==> src/hw/rtl/btnpc_pkg.sv <==
package btnpc_pkg;

    localparam int NUM_BUTTONS = 3;
    localparam int CNT_W       = 8;
    localparam int ID_W        = (NUM_BUTTONS > 1) ? $clog2(NUM_BUTTONS) : 1;
    localparam int KIND_W      = 2;
    localparam int CFG_IDX_W   = 8;
    localparam int CFG_DATA_W  = 8;

    localparam logic [KIND_W-1:0] KIND_PRESS        = 2'd0;
    localparam logic [KIND_W-1:0] KIND_LONG_PRESS   = 2'd1;
    localparam logic [KIND_W-1:0] KIND_RELEASE      = 2'd2;
    localparam logic [KIND_W-1:0] KIND_LONG_RELEASE = 2'd3;

    localparam logic [CFG_IDX_W-1:0] REG_SHORT_PRESS = 8'd0;
    localparam logic [CFG_IDX_W-1:0] REG_LONG_PRESS  = 8'd1;
    localparam logic [CFG_IDX_W-1:0] REG_MAX_HOLD    = 8'd2;
    localparam logic [CFG_IDX_W-1:0] REG_EVENTS_EN   = 8'd3;

    localparam logic [CNT_W-1:0] RST_SHORT_PRESS = 8'd3;
    localparam logic [CNT_W-1:0] RST_LONG_PRESS  = 8'd50;
    localparam logic [CNT_W-1:0] RST_MAX_HOLD    = 8'd255;

    typedef logic [KIND_W-1:0] t_kind;
    typedef logic [CNT_W-1:0]  t_count;

endpackage

==> src/hw/rtl/button_press_classifier.sv <==
// Button press classifier.
//
// Input channel: one transfer per poll tick, i_pressed_mask holds the level
// of each button (1 = held). Output channel: one transfer per event, with
// o_button_id, o_event_kind and o_last_event, which marks the final event
// of the tick. Ticks that raise no event produce no transfer.
// Configuration channel: i_cfg_valid / o_cfg_ready (always ready), index
// and data; write only while the block is idle. Unknown indexes are dropped.
//
// A tick is classified and the hold counters are updated in the cycle it
// is accepted; its events land in a pending set and move one per cycle into
// the output register while the output is not stalled. The first event
// passes through the pending set and then the output register. The input
// stalls until the pending set has drained; a tick that raises no event
// does not hold off the next one.
// A stalled output holds its event and the pending set waits.
// Reset (synchronous, active low) clears counters, pending events and the
// output valid, and restores the register defaults (3, 50, 255, disabled).
module button_press_classifier
    import btnpc_pkg::*;
(
    input  logic                  i_clk,
    input  logic                  i_rst_n,

    input  logic                  i_in_valid,
    output logic                  o_in_stall,
    input  logic [NUM_BUTTONS-1:0] i_pressed_mask,

    output logic                  o_out_valid,
    input  logic                  i_out_stall,
    output logic [ID_W-1:0]       o_button_id,
    output logic [KIND_W-1:0]     o_event_kind,
    output logic                  o_last_event,

    input  logic                  i_cfg_valid,
    output logic                  o_cfg_ready,
    input  logic [CFG_IDX_W-1:0]  i_cfg_index,
    input  logic [CFG_DATA_W-1:0] i_cfg_data
);

    // configuration registers
    t_count r_short_ticks;
    t_count r_long_ticks;
    t_count r_max_ticks;
    logic   r_events_en;

    // per-button hold counters
    t_count r_hold_count [NUM_BUTTONS];
    t_count n_hold_count [NUM_BUTTONS];

    // pending events of the current tick
    logic [NUM_BUTTONS-1:0] r_pend_valid;
    logic [NUM_BUTTONS-1:0] n_pend_valid;
    t_kind                  r_pend_kind [NUM_BUTTONS];
    t_kind                  n_pend_kind [NUM_BUTTONS];

    // output register
    logic              r_out_valid;
    logic [ID_W-1:0]   r_out_id;
    t_kind             r_out_kind;
    logic              r_out_last;

    logic                   in_xfer;
    logic                   out_load;
    logic                   sel_found;
    logic [ID_W-1:0]        sel_id;
    logic [NUM_BUTTONS-1:0] rest_valid;

    assign o_cfg_ready = 1'b1;
    assign o_in_stall  = |r_pend_valid;
    assign in_xfer     = i_in_valid && !o_in_stall;
    assign out_load    = !r_out_valid || !i_out_stall;

    assign o_out_valid  = r_out_valid;
    assign o_button_id  = r_out_id;
    assign o_event_kind = r_out_kind;
    assign o_last_event = r_out_last;

    // classify the incoming tick and advance the counters
    always_comb begin
        logic  held;
        logic  fire;
        t_kind kind;
        t_count c;
        for (int i = 0; i < NUM_BUTTONS; i++) begin
            held = i_pressed_mask[i];
            c    = r_hold_count[i];
            fire = 1'b0;
            kind = KIND_PRESS;
            n_hold_count[i] = c;
            if (held) begin
                if (c == r_short_ticks) begin
                    fire = 1'b1;
                    kind = KIND_PRESS;
                end else if (c == r_long_ticks) begin
                    fire = 1'b1;
                    kind = KIND_LONG_PRESS;
                end
                if (c < r_max_ticks) begin
                    n_hold_count[i] = c + t_count'(1);
                end
            end else begin
                if (c >= r_long_ticks) begin
                    fire = 1'b1;
                    kind = KIND_LONG_RELEASE;
                end else if (c >= r_short_ticks) begin
                    fire = 1'b1;
                    kind = KIND_RELEASE;
                end
                n_hold_count[i] = '0;
            end
            n_pend_kind[i]  = kind;
            n_pend_valid[i] = fire && r_events_en;
        end
    end

    // pick the lowest pending button
    always_comb begin
        sel_found  = 1'b0;
        sel_id     = '0;
        rest_valid = r_pend_valid;
        for (int i = 0; i < NUM_BUTTONS; i++) begin
            if (!sel_found && r_pend_valid[i]) begin
                sel_found     = 1'b1;
                sel_id        = ID_W'(i);
                rest_valid[i] = 1'b0;
            end
        end
    end

    always_ff @(posedge i_clk) begin
        if (!i_rst_n) begin
            r_short_ticks <= RST_SHORT_PRESS;
            r_long_ticks  <= RST_LONG_PRESS;
            r_max_ticks   <= RST_MAX_HOLD;
            r_events_en   <= 1'b0;
        end else if (i_cfg_valid && o_cfg_ready) begin
            unique case (i_cfg_index)
                REG_SHORT_PRESS: r_short_ticks <= i_cfg_data;
                REG_LONG_PRESS:  r_long_ticks  <= i_cfg_data;
                REG_MAX_HOLD:    r_max_ticks   <= i_cfg_data;
                REG_EVENTS_EN:   r_events_en   <= i_cfg_data[0];
                default: ;
            endcase
        end
    end

    // counters and pending set; a tick is only taken when nothing is pending
    always_ff @(posedge i_clk) begin
        if (!i_rst_n) begin
            for (int i = 0; i < NUM_BUTTONS; i++) begin
                r_hold_count[i] <= '0;
            end
            r_pend_valid <= '0;
        end else if (in_xfer) begin
            r_hold_count <= n_hold_count;
            r_pend_valid <= n_pend_valid;
        end else if (out_load) begin
            r_pend_valid <= rest_valid;
        end
    end

    always_ff @(posedge i_clk) begin
        if (in_xfer) begin
            r_pend_kind <= n_pend_kind;
        end
    end

    // output register: advance when empty or taken
    always_ff @(posedge i_clk) begin
        if (!i_rst_n) begin
            r_out_valid <= 1'b0;
        end else if (out_load) begin
            r_out_valid <= sel_found;
        end
    end

    always_ff @(posedge i_clk) begin
        if (out_load && sel_found) begin
            r_out_id   <= sel_id;
            r_out_kind <= r_pend_kind[sel_id];
            r_out_last <= !(|rest_valid);
        end
    end

endmodule
==> config.mk <==
export PLATFORM = sky130hd
export DESIGN_NAME = button_press_classifier
export DESIGN_NICKNAME = d
export VERILOG_FILES = /design/src/hw/rtl/btnpc_pkg.sv /design/src/hw/rtl/button_press_classifier.sv
export SDC_FILE = /design/constraint.sdc
export NUM_CORES = 1
export LEC_CHECK = 0
export CAP_MARGIN = 20
export CORE_MARGIN = 5
export CORE_UTILIZATION = 55
export DETAILED_ROUTE_END_ITERATION = 10
export DONT_BUFFER_PORTS = 1
export PLACE_DENSITY = 0.69
export SETUP_SLACK_MARGIN = 0.4
export SKIP_CTS_REPAIR_TIMING = 1
export SYNTH_ARGS = -nofsm -noshare
export SYNTH_HDL_FRONTEND = slang
export SYNTH_SLANG_ARGS = --single-unit
==> constraint.sdc <==
create_clock -name i_clk -period 4.55 [get_ports i_clk]
set_input_delay 1.365 -clock i_clk [delete_from_list [all_inputs] [get_ports i_clk]]
set_output_delay 1.365 -clock i_clk [all_outputs]
set_load 0.01 [all_outputs]
==> reports/results.txt, run 1 <==
outcome - finished clean
Max IR drop VDD - 0.155 mV
reg2reg path depth - 6
Row Count - 33
CTS tree - built
area growth from synthesis to layout - 5.93%
Overflow after GRT - 0
drt total wl - 10700 um
Startpoint Class - input port
crit path DAT - 3020 ps
Hold WC Path Type - flip-flop to flip-flop
clk_lat worst skew - 350 ps
synth unique cells - 57
Syn Nets - 589
DR WL/cell - 17.8 um
Async SR Flop Fraction - 0%
Ys Warns - 0
leakage power - 0.00215 uW
slew margin rel. - 42.8%
total CTS buffers - 9
clock-pin slew on the worst setup and hold paths - 70 ps
sequential-to-total area share from yosys stat - 30.9%
Hold Startpoint - r_max_ticks[7]$_SDFFE_PN1P_
register bit total from synthesis - 64
Die Y - 100 um
fmax - 360 MHz
fin nets - 590
Die X - 100 um
top_reg_cell synth - dfxtp_1
Critical-path top delay cell - nor3_2
largest net degree at the start of global routing - 44
worst-path maximum fanout - 9
global-route wire length before repair - 17500 um
Initial Utilization - 55.6%
drt drc - 0
hold endpoint - r_max_ticks[7]$_SDFFE_PN1P_
die area - 0.0101 sq mm
Setup TNS - 0 ps
1st-pass router iterations - 4
core area - 0.00809 sq mm
worst path cell trace - nor4b_1 -> nand2_1 -> nor3_2 -> mux2i_1 -> nor2b_1
Setup Crit Path Kind - input port to flip-flop
crit end category - flip-flop
final hold vios - 0
gr usage total - 22.3%
# fillers - 750
H-tree depth - 3
Clock Tree Root - clkbuf_8
Tcrit/Tclk final - 61.1%
Final setup violation count - 0
Routed Antenna Nets - 0
EDFF count, synth - 11
Slew @ Worst Pin - 851 ps
number of antenna violations at the first check in global routing - 0
Cells after Synth - 493
Antenna Cells - 0
P per Cell Area - 228 mW/mm^2
Fin Clk Skew - 8.81 ps
RSZ-0062 raised after global routing - false
number of global-route vias before repair - 3653
maximum root-to-sink buffer count - 2
Ports - 32
via count - 3721
crit-path max cell delay - 640 ps
Critical R2R Capture - r_hold_count[4]$_SDFFE_PN0P_
R2R Path Start - r_max_ticks[1]$_SDFFE_PN1P_
dpl hpwl - 8400 um
Cell Area, Synth - 0.00450 sq mm
gpl congestion - 0.889
PortBufs - 0
fin crit period - 2780 ps
Hold Path Cell Cnt - 2
share of cells above drive strength 1 - 6.21%
initial drt markers - 198
vias per cell - 6.16
Final Core Density - 58.8%
Worst EP required - 4790 ps
Avg Inst Size Synth - 9.12 sq um
clk sinks - 64
Slew Limit Fails - 0
R2R Setup Slk - 2110 ps
# Max-Cap Violations - 0
==> synthesized netlist by cell type (all sizes together) (2+ instances only) <==
| cell type | count | area (sq um) |
|---|---|---|
| or2 | 3 | 18.8 |
| a21oi | 32 | 160 |
| o31ai | 9 | 67.6 |
| nor3 | 5 | 30.0 |
| nor4 | 5 | 37.5 |
| o21ai | 15 | 75.1 |
| and3 | 8 | 50.1 |
| nand4b | 3 | 26.3 |
| a32o | 2 | 20.0 |
| nand2 | 40 | 150 |
| edfxtp | 11 | 330 |
| o21ba | 2 | 20.0 |
| and2 | 8 | 50.1 |
| inv | 35 | 131 |
| ha | 72 | 901 |
| a211oi | 4 | 47.5 |
| mux2 | 2 | 22.5 |
| mux2i | 28 | 280 |
| clkbuf | 7 | 26.3 |
| a2111oi | 4 | 35.0 |
| a21boi | 4 | 30.0 |
| nor2b | 17 | 106 |
| o32ai | 3 | 26.3 |
| dfxtp | 53 | 1060 |
| nand2b | 8 | 50.1 |
| o2111ai | 8 | 70.1 |
| a2111o | 4 | 45.0 |
| and4 | 2 | 17.5 |
| a211o | 3 | 26.3 |
| o21a | 11 | 82.6 |
| nor3b | 3 | 22.5 |
| buf | 4 | 28.8 |
| nor2 | 29 | 119 |
| or4 | 4 | 30.0 |
| nand3 | 11 | 55.1 |
| nand4 | 16 | 100 |
| o211ai | 5 | 37.5 |
| o31a | 5 | 45.0 |
==> cells by family after synthesis <==
logic type,Yosys count,share of synthesized area [%]
buffers and inverters,46,4.15
muxes,30,6.74
DFF,64,30.9
other,1,0.0834
AOI/OAI and AO/OA,114,18.0
and+or+nand+nor,166,20.0
adders and majority gates,72,20.0
==> routing by layer <==
layer | GRT usage, % | share of wire, % | vias up
li1 | - | - | 1847
met1 | 27.6 | 45 | 1746
met2 | 36.4 | 46 | 102
met3 | 4.86 | 5.3 | 26
met4 | 11.1 | 3.8 | 0
met5 | 0 | 0 | -
==> stage by stage <==
step | cells | setup slack [ps] | total power, uW | hold slack (ps) | instance area [sq um]
4_1_cts | 604 | 1760 | 1100 | 481 | 4760
3_5_place_dp | 588 | 1380 | 641 | 467 | 4580
5_1_grt | 604 | 1650 | 1140 | 516 | 4760
6_report | 604 | 1770 | 1090 | 477 | 4760
3_3_place_gp | 588 | 1480 | 640 | 455 | 4580
2_1_floorplan | 493 | 1630 | 636 | 445 | 4500
==> worst max path at each step <==
stage / startpoint / to / slack [ps] / cells past startpoint
finish: i_cfg_index[4] / r_short_ticks[3]$_SDFFE_PN0P_ / 1770 / 5
global route: i_cfg_index[4] / r_short_ticks[4]$_SDFFE_PN0P_ / 1650 / 5
CTS: i_cfg_index[4] / r_short_ticks[3]$_SDFFE_PN0P_ / 1760 / 5
detailed placement: i_cfg_index[4] / r_short_ticks[3]$_SDFFE_PN0P_ / 1380 / 5
global placement: i_cfg_index[4] / r_short_ticks[0]$_SDFFE_PN1P_ / 1480 / 5
floorplan: i_in_valid / r_hold_count[12]$_SDFFE_PN0P_ / 1630 / 6
==> sequential cells by signal (all words and copies together), names as in the netlist <==
register and cells:
r_pend_valid 3, r_pend_kind 6, r_events_en 1, o_last_event 1, o_event_kind 2, r_hold_count 24
r_long_ticks 8, r_max_ticks 8, o_button_id 2, r_short_ticks 8, o_out_valid 1
==> power by group <==
part | total [uW] | leakage (uW) | internal [uW] | switching [uW]
clock network | 457 | 0.0000929 | 228 | 229
logic | 46.4 | 0.00152 | 18.6 | 27.7
registers | 582 | 0.000538 | 578 | 3.74
total | 1090 | 0.00215 | 825 | 260
==> layout by cell type, fill, tap and decap left out, types with 3 or more instances in the layout <==
cell / netlist / routed
edfxtp_1: 11 / 11
a2111oi_0: 4 / 4
nand3_1: 11 / 11
mux2i_1: 28 / 28
o31a_1: 4 / 4
o21ai_0: 14 / 14
nand4_1: 16 / 16
nand2b_1: 8 / 8
nand2_1: 40 / 40
nor3b_1: 3 / 3
nor2b_1: 17 / 17
or4_1: 4 / 4
a211o_1: 3 / 3
o2111ai_1: 8 / 8
a21boi_0: 4 / 4
nor4_1: 4 / 4
o32ai_1: 3 / 3
a2111o_1: 4 / 4
inv_1: 35 / 35
a21oi_1: 32 / 32
nand4b_1: 3 / 3
or2_2: 3 / 3
o31ai_1: 9 / 9
and3_1: 8 / 8
dfxtp_1: 53 / 53
o211ai_1: 5 / 5
and2_1: 6 / 6
ha_1: 72 / 72
nor2_1: 27 / 27
o21a_1: 11 / 11
clkbuf_8: 0 / 11
nor3_1: 4 / 4
==> worst max-delay path: cells and delay by family <==
kind             cells  cell delay [ps]
multiplexers         1              270
AND/OR/NAND/NOR      4             1380
==> area by class of cell <==
| class | instances | area (sq um) | area share [%] |
|---|---|---|---|
| multi-input combinational | 383 | 2920 | 61.3 |
| timing repair buffer | 1 | 7.51 | 0.158 |
| clock buffer | 12 | 155 | 3.26 |
| sequential | 64 | 1390 | 29.2 |
| clock inverter | 4 | 27.5 | 0.578 |
| inverter | 35 | 131 | 2.76 |
| tap | 105 | 131 | 2.76 |
Note: power is estimated with default switching activity, not from simulation.
==> run 2, diff against run 1 <==
--- a/config.mk
+++ b/config.mk
@@ -5,12 +5,13 @@
 export SDC_FILE = /design/constraint.sdc
 export NUM_CORES = 1
 export LEC_CHECK = 0
+export ABC_AREA = 1
 export CAP_MARGIN = 20
 export CORE_MARGIN = 5
 export CORE_UTILIZATION = 55
 export DETAILED_ROUTE_END_ITERATION = 10
 export DONT_BUFFER_PORTS = 1
-export PLACE_DENSITY = 0.69
+export PLACE_DENSITY = 0.72
 export SETUP_SLACK_MARGIN = 0.4
 export SKIP_CTS_REPAIR_TIMING = 1
 export SYNTH_ARGS = -nofsm -noshare
==> constraint.sdc (replaced) <==
create_clock -name i_clk -period 2.3 [get_ports i_clk]
set_input_delay 0.69 -clock i_clk [delete_from_list [all_inputs] [get_ports i_clk]]
set_output_delay 0.69 -clock i_clk [all_outputs]
set_load 0.01 [all_outputs]
==> reports/results.txt, run 2 <==
Max IR drop VDD - 0.429 mV (+180%)
post-route insts no fill - 730 (+21%)
initial drt markers - 207 (+4.5%)
Startpoint Class - flip-flop
top_reg_cell synth - dfxtp_1
DR WL met2 - 5300 um (+6.7%)
clk_lat worst skew - 360 ps (about the same)
Hold Startpoint - i_rst_n
fmax - 572 MHz
Antenna Cells - 0 (unchanged)
Overflow after GRT - 0 (unchanged)
Initial Utilization - 56.1% (+0.59 points)
Final setup violation count - 0 (unchanged)
most frequent cells in the layout - nand2_1, ha_1, inv_1
Slew Limit Fails - 0 (unchanged)
outcome - finished clean
crit end category - output pin
combinational share of power - 5.8% (+1.5 points)
reg2reg path depth - 9 (+3)
register bit total from synthesis - 64 (unchanged)
drt drc - 0 (unchanged)
Die X - 101 um (+0.71%)
Fin Clk Skew - 10.2 ps (+1.40 ps)
Synth area leaders - dfxtp_1, ha_1, nand2_1
gr usage total - 22.4% (+0.18 points)
number of global-route vias before repair - 3609 (-1.2%)
crit path DAT - 1060 ps (-1960 ps)
Largest register FFs - 24 (unchanged)
Ports - 32 (unchanged)
area growth from synthesis to layout - 6.36%
DR WL/cell - 15.1 um (-15%)
leakage power - 0.00252 uW (+17%)
Setup TNS - 0 ps (unchanged)
hold endpoint - r_max_ticks[7]$_SDFFE_PN1P_
clk sinks - 64 (unchanged)
Pint - 1600 uW (+94%)
Cells after Synth - 616 (+25%)
part of the power in the clock network - 42.0% (about the same)
post-synth top area share - 23.2% (-0.37 points)
global-route wire length before repair - 17700 um (+1.1%)
NetSw - 615 uW (+140%)
dpl hpwl - 8350 um (-0.54%)
via count - 3991 (+7.3%)
clock-pin slew on the worst setup and hold paths - 90 ps (+20 ps)
most numerous cell in the Yosys netlist - nand2_1
Routed Antenna Nets - 0 (unchanged)
top layer in use - met4
Sequential Power Share - 52.2% (-1.4 points)
die area - 0.0102 sq mm (+1.4%)
final hold vios - 0 (unchanged)
largest net degree at the start of global routing - 32 (-27%)
core area - 0.00813 sq mm (+0.51%)
gpl congestion - 0.869 (-2.3%)
fin area - 0.00486 sq mm (+2.0%)
Tcrit/Tclk final - 76.0%
Clock Tree Root - clkbuf_8
CTS tree - built
share of cells above drive strength 1 - 6.72% (+0.51 points)
Worst EP required - 1610 ps (-3180 ps)
H-tree depth - 3 (unchanged)
Hold Path Cell Cnt - 1 (-1)
metal3 WL - 688 um (+22%)
fin nets - 716 (+21%)
total CTS buffers - 9 (unchanged)
dpl cell area - 0.00467 sq mm (+2.0%)
1st-pass router iterations - 5 (+1)
Sw Share - 27.8% (+3.8 points)
# Max-Cap Violations - 0 (unchanged)
sequential-to-total area share from yosys stat - 30.5% (-0.48 points)
vias per cell - 5.47 (-11%)
R2R Path Start - r_hold_count[18]$_SDFFE_PN0P_
Critical R2R Capture - r_pend_kind[5]$_SDFFCE_PP0P_
Syn Nets - 712 (+21%)
Cell Area, Synth - 0.00457 sq mm (+1.6%)
R2R Setup Slk - 570 ps (-1540 ps)
EDFF count, synth - 11 (unchanged)
PortBufs - 0 (unchanged)
worst-path maximum fanout - 5 (-4)
Async SR Flop Fraction - 0% (unchanged)
P per Cell Area - 456 mW/mm^2 (+100%)
pre-CTS WS - 333 ps (-1040 ps)
leading cell type in the layout, fill and taps excluded - nand2_1
wl on met1 - 4840 um (+1.1%)
Row Count - 33 (unchanged)
Placed Cells incl. Taps - 714 (+21%)
fin crit period - 1750 ps
Die Y - 101 um (+0.71%)
Hold WC Path Type - input port to flip-flop
Avg Inst Size Synth - 7.41 sq um (-19%)
maximum root-to-sink buffer count - 2 (unchanged)
synth cell count leaders - nand2_1, ha_1, inv_1, a21oi_1
cell taking the most area after synthesis - dfxtp_1
drt total wl - 11000 um (+2.6%)
Ys Warns - 0 (unchanged)
synth unique cells - 32 (-44%)
Setup Crit Path Kind - flip-flop to output pin
Largest Register - r_hold_count
RSZ-0062 raised after global routing - false
number of antenna violations at the first check in global routing - 0 (unchanged)
setup ws final - 553 ps (-1220 ps)
## run 2: worst max-delay path, stage by stage (launching register included)
cell	delay, ps
dfxtp_1	350
inv_2	90
nand2_4	60
nor2_4	110
inv_1	100
## run 2: stage by stage
| stage | power [uW] | hold slack, ps | util, % |
|---|---|---|---|
| after floorplan | 1280 | 429 | - |
| after global placement | 1300 | 438 | 57.4 |
| after detailed placement | 1310 | 445 | 57.4 |
| after CTS | 2220 | 411 | 59.7 |
| after global routing | 2300 | 399 | 59.7 |
| final | 2210 | 419 | 59.7 |
## run 2: logic make-up (layout without fill, tap and decap cells)
logic type                 count (synthesis)  in the layout  synth area share [%]
adders and majority gates                 72             72                  19.7
and+or+nand+nor                          270            270                  26.9
DFF                                       64             64                  30.5
AOI/OAI and AO/OA                        112            112                  13.3
other                                      1              1                0.0821
buffers and inverters                     85             94                  7.26
xor gates and xnor gates                  12             12                  2.30
## run 2: power groups by stage
stage               combinational (uW)  clock, uW  sequential (uW)
global placement                   122          0             1180
detailed placement                 127          0             1180
floorplan                          103          0             1180
CTS                                128        938             1160
finish                             128        930             1160
global route                       144        997             1160
## run 2: worst max-delay path by stage
stage                                 startpoint                       endpoint
floorplan                         i_cfg_index[3]    r_max_ticks[5]$_SDFFE_PN1P_
global placement                  i_cfg_index[3]   r_long_ticks[6]$_SDFFE_PN0P_
detailed placement                i_cfg_index[3]   r_long_ticks[2]$_SDFFE_PN0P_
CTS                 r_pend_valid[0]$_SDFFE_PN0P_                     o_in_stall
global route         r_max_ticks[1]$_SDFFE_PN1P_  r_hold_count[16]$_SDFFE_PN0P_
finish              r_pend_valid[0]$_SDFFE_PN0P_                     o_in_stall
## run 2: layout make-up
| cell class | count | area (sq um) |
|---|---|---|
| Multi-Input combinational cell | 467 | 2840 |
| Fill cell | 743 | 3280 |
| Clock buffer | 9 | 124 |
| Clock inverter | 7 | 60.1 |
| Inverter | 76 | 290 |
| Timing Repair Buffer | 2 | 15.0 |
| Sequential cell | 64 | 1390 |
| Tap cell | 105 | 131 |
## run 2: layer usage
layer  vias to the layer above  global-route usage [%]
met1                      1803                    28.4
met3                        19                    5.33
met2                       102                    38.2
met4                         0                    6.13
li1                       2067                       -
met5                         -                       0
==> run 3, diff against run 2 <==
--- a/config.mk
+++ b/config.mk
@@ -11,7 +11,7 @@
 export CORE_UTILIZATION = 55
 export DETAILED_ROUTE_END_ITERATION = 10
 export DONT_BUFFER_PORTS = 1
-export PLACE_DENSITY = 0.72
+export PLACE_DENSITY = 0.69
 export SETUP_SLACK_MARGIN = 0.4
 export SKIP_CTS_REPAIR_TIMING = 1
 export SYNTH_ARGS = -nofsm -noshare
==> constraint.sdc (replaced) <==
create_clock -name i_clk -period 1.7 [get_ports i_clk]
set_input_delay 0.51 -clock i_clk [delete_from_list [all_inputs] [get_ports i_clk]]
set_output_delay 0.51 -clock i_clk [all_outputs]
set_load 0.01 [all_outputs]
==> reports/results.txt, run 3 (same netlist as run 2, synthesis figures left out) <==
1st-pass router iterations - 5 (unchanged)
dpl hpwl - 9000 um (+7.8%)
Setup Crit Path Kind - flip-flop to flip-flop
fmax - 607 MHz
initial drt markers - 160 (-23%)
worst path cell trace - inv_8 -> buf_12 -> ha_4 -> o21ai_2 -> nand2_1 -> nand3_1 -> nand2_1 -> nand2_2 -> nand2_4 -> nand3_1 -> a21oi_2
Slew Limit Fails - 0 (unchanged)
WP buf/inv - 2 (unchanged)
PortBufs - 0 (unchanged)
Max IR drop VDD - 0.324 mV (-24%)
Routed Antenna Nets - 0 (unchanged)
clk_lat worst skew - 350 ps (about the same)
H-tree depth - 3 (unchanged)
Largest Register - r_hold_count
Hold Startpoint - i_rst_n
largest net degree at the start of global routing - 32 (unchanged)
drt total wl - 13400 um (+22%)
outcome - finished clean
post-route insts no fill - 764 (+4.7%)
Post-Route Hold Slack - 249 ps (-170 ps)
FF/Latch Area - 0.00150 sq mm (+7.7%)
global-route wire length before repair - 19200 um (+8.4%)
reg2reg path depth - 11 (+2)
Clock Tree Root - clkbuf_8
R2R Path Start - r_max_ticks[1]$_SDFFE_PN1P_
number of antenna violations at the first check in global routing - 0 (unchanged)
number of global-route vias before repair - 3946 (+9.3%)
clock-pin slew on the worst setup and hold paths - 80 ps (about the same)
Largest register FFs - 24 (unchanged)
via count - 4406 (+10%)
crit path DAT - 1920 ps (+860 ps)
worst-path maximum fanout - 5 (unchanged)
Placed Cells incl. Taps - 720 (+0.84%)
P per Cell Area - 498 mW/mm^2 (+9.2%)
die area - 0.0102 sq mm (unchanged)
RSZ-0062 raised after global routing - true
fin nets - 750 (+4.7%)
fin crit period - 1650 ps
R2R Setup Slk - 50 ps (-520 ps)
Multi-input gate area - 0.00377 sq mm (+33%)
Worst EP required - 1970 ps (+360 ps)
Critical-path top delay cell - dfxtp_4
clk sinks - 64 (unchanged)
pre-CTS WS - -16.2 ps (-349 ps)
Hold WC Path Type - input port to flip-flop
share of cells above drive strength 1 - 40.7% (+34 points)
Setup TNS - 0 ps (unchanged)
leakage power - 0.00273 uW (+8.3%)
Row Count - 33 (unchanged)
Ports - 32 (unchanged)
crit end category - flip-flop
WP depth - 11 (+7)
area growth from synthesis to layout - 36.8%
Hold Path Cell Cnt - 1 (unchanged)
Die Y - 101 um (unchanged)
total power - 3110 uW (+40%)
DR WL/cell - 17.6 um (+17%)
Tcrit/Tclk final - 96.9%
total CTS buffers - 9 (unchanged)
Startpoint Class - flip-flop
drt drc - 0 (unchanged)
Die X - 101 um (unchanged)
Initial Utilization - 56.1% (unchanged)
crit-path max cell delay - 380 ps (+30 ps)
Final setup violation count - 0 (unchanged)
vias per cell - 5.77 (+5.5%)
CTS tree - built
most frequent cells in the layout - nand2_1, inv_1, a21oi_1
gpl congestion - 0.875 (+0.69%)
Critical R2R Capture - r_hold_count[3]$_SDFFE_PN0P_
# Max-Cap Violations - 0 (unchanged)
Overflow after GRT - 0 (unchanged)
setup ws final - 53.5 ps (-499 ps)
leading cell type in the layout, fill and taps excluded - nand2_1
final hold vios - 0 (unchanged)
Fin Clk Skew - 19.4 ps (+9.23 ps)
Top Family by Delay on Critical Path - simple AND/OR/NAND/NOR gates
core area - 0.00813 sq mm (unchanged)
Antenna Cells - 0 (unchanged)
maximum root-to-sink buffer count - 2 (unchanged)
hold endpoint - r_max_ticks[2]$_SDFFE_PN1P_
# fillers - 542 (-27%)
gr usage total - 24.3% (+1.9 points)
## run 3: cell count changes in the layout (fill, tap and decap cells not counted), moves of 11 or more
cell,before,now
ha_1,72,26
ha_4,0,44
dfxtp_1,52,10
nand2_1,141,105
nand2_2,4,34
inv_1,70,46
dfxtp_4,0,22
a21oi_1,66,46
buf_4,2,22
dfxtp_2,1,21
a21oi_2,0,19
inv_4,1,15
nor2_1,53,39
nor2_2,0,11
## run 3: worst register-to-register path: stages, from the launching register on
cell     delay (ps)
dfxtp_4         380
inv_8            50
buf_12          120
ha_4            250
o21ai_2          40
nand2_1          70
nand3_1          60
nand2_1          70
nand2_2         100
nand2_4         150
nand3_1         130
a21oi_2         160
## run 3: metrics by stage
stage                     utilization, %  cell area, sq um
after global routing                76.8              6250
final                               76.8              6250
after floorplan                        -              5030
after detailed placement            63.5              5160
after CTS                           65.8              5350
after global placement              63.5              5160
## run 3: final cells by class
| class | instances | share of cell area, % |
|---|---|---|
| Multi-Input combinational cell | 470 | 60.4 |
| Sequential cell | 64 | 24.0 |
| Inverter | 76 | 5.69 |
| Timing Repair Buffer | 33 | 4.83 |
| Clock buffer | 11 | 2.42 |
| Tap cell | 105 | 2.10 |
| Clock inverter | 5 | 0.561 |
## run 3: per-layer routing
metal / routed length [um] / part of all wire [%] / track usage (%) / up-vias
met5: 0 / 0 / 0 / -
met4: 410 / 3.1 / 7.57 / 0
met3: 697 / 5.2 / 3.32 / 34
met2: 6420 / 48 / 40.4 / 149
met1: 5880 / 44 / 32.8 / 2076
li1: - / - / - / 2147
## run 3: report_power, final
part           internal [uW]  switching (uW)
Clock                    620             675
Combinational            108             167
Sequential              1520            18.9
Total                   2250             861
## run 3: worst max-delay path by stage
stage	slack [ps]	start	endpoint
after floorplan	200	i_cfg_index[3]	r_max_ticks[5]$_SDFFE_PN1P_
after global routing	-60	r_long_ticks[7]$_SDFFE_PN0P_	r_pend_valid[2]$_SDFFE_PN0P_
after global placement	60	i_cfg_index[3]	r_short_ticks[5]$_SDFFE_PN0P_
after CTS	20	r_hold_count[4]$_SDFFE_PN0P_	r_pend_valid[2]$_SDFFE_PN0P_
after detailed placement	-20	i_cfg_index[3]	r_long_ticks[7]$_SDFFE_PN0P_
final	50	r_max_ticks[1]$_SDFFE_PN1P_	r_hold_count[3]$_SDFFE_PN0P_
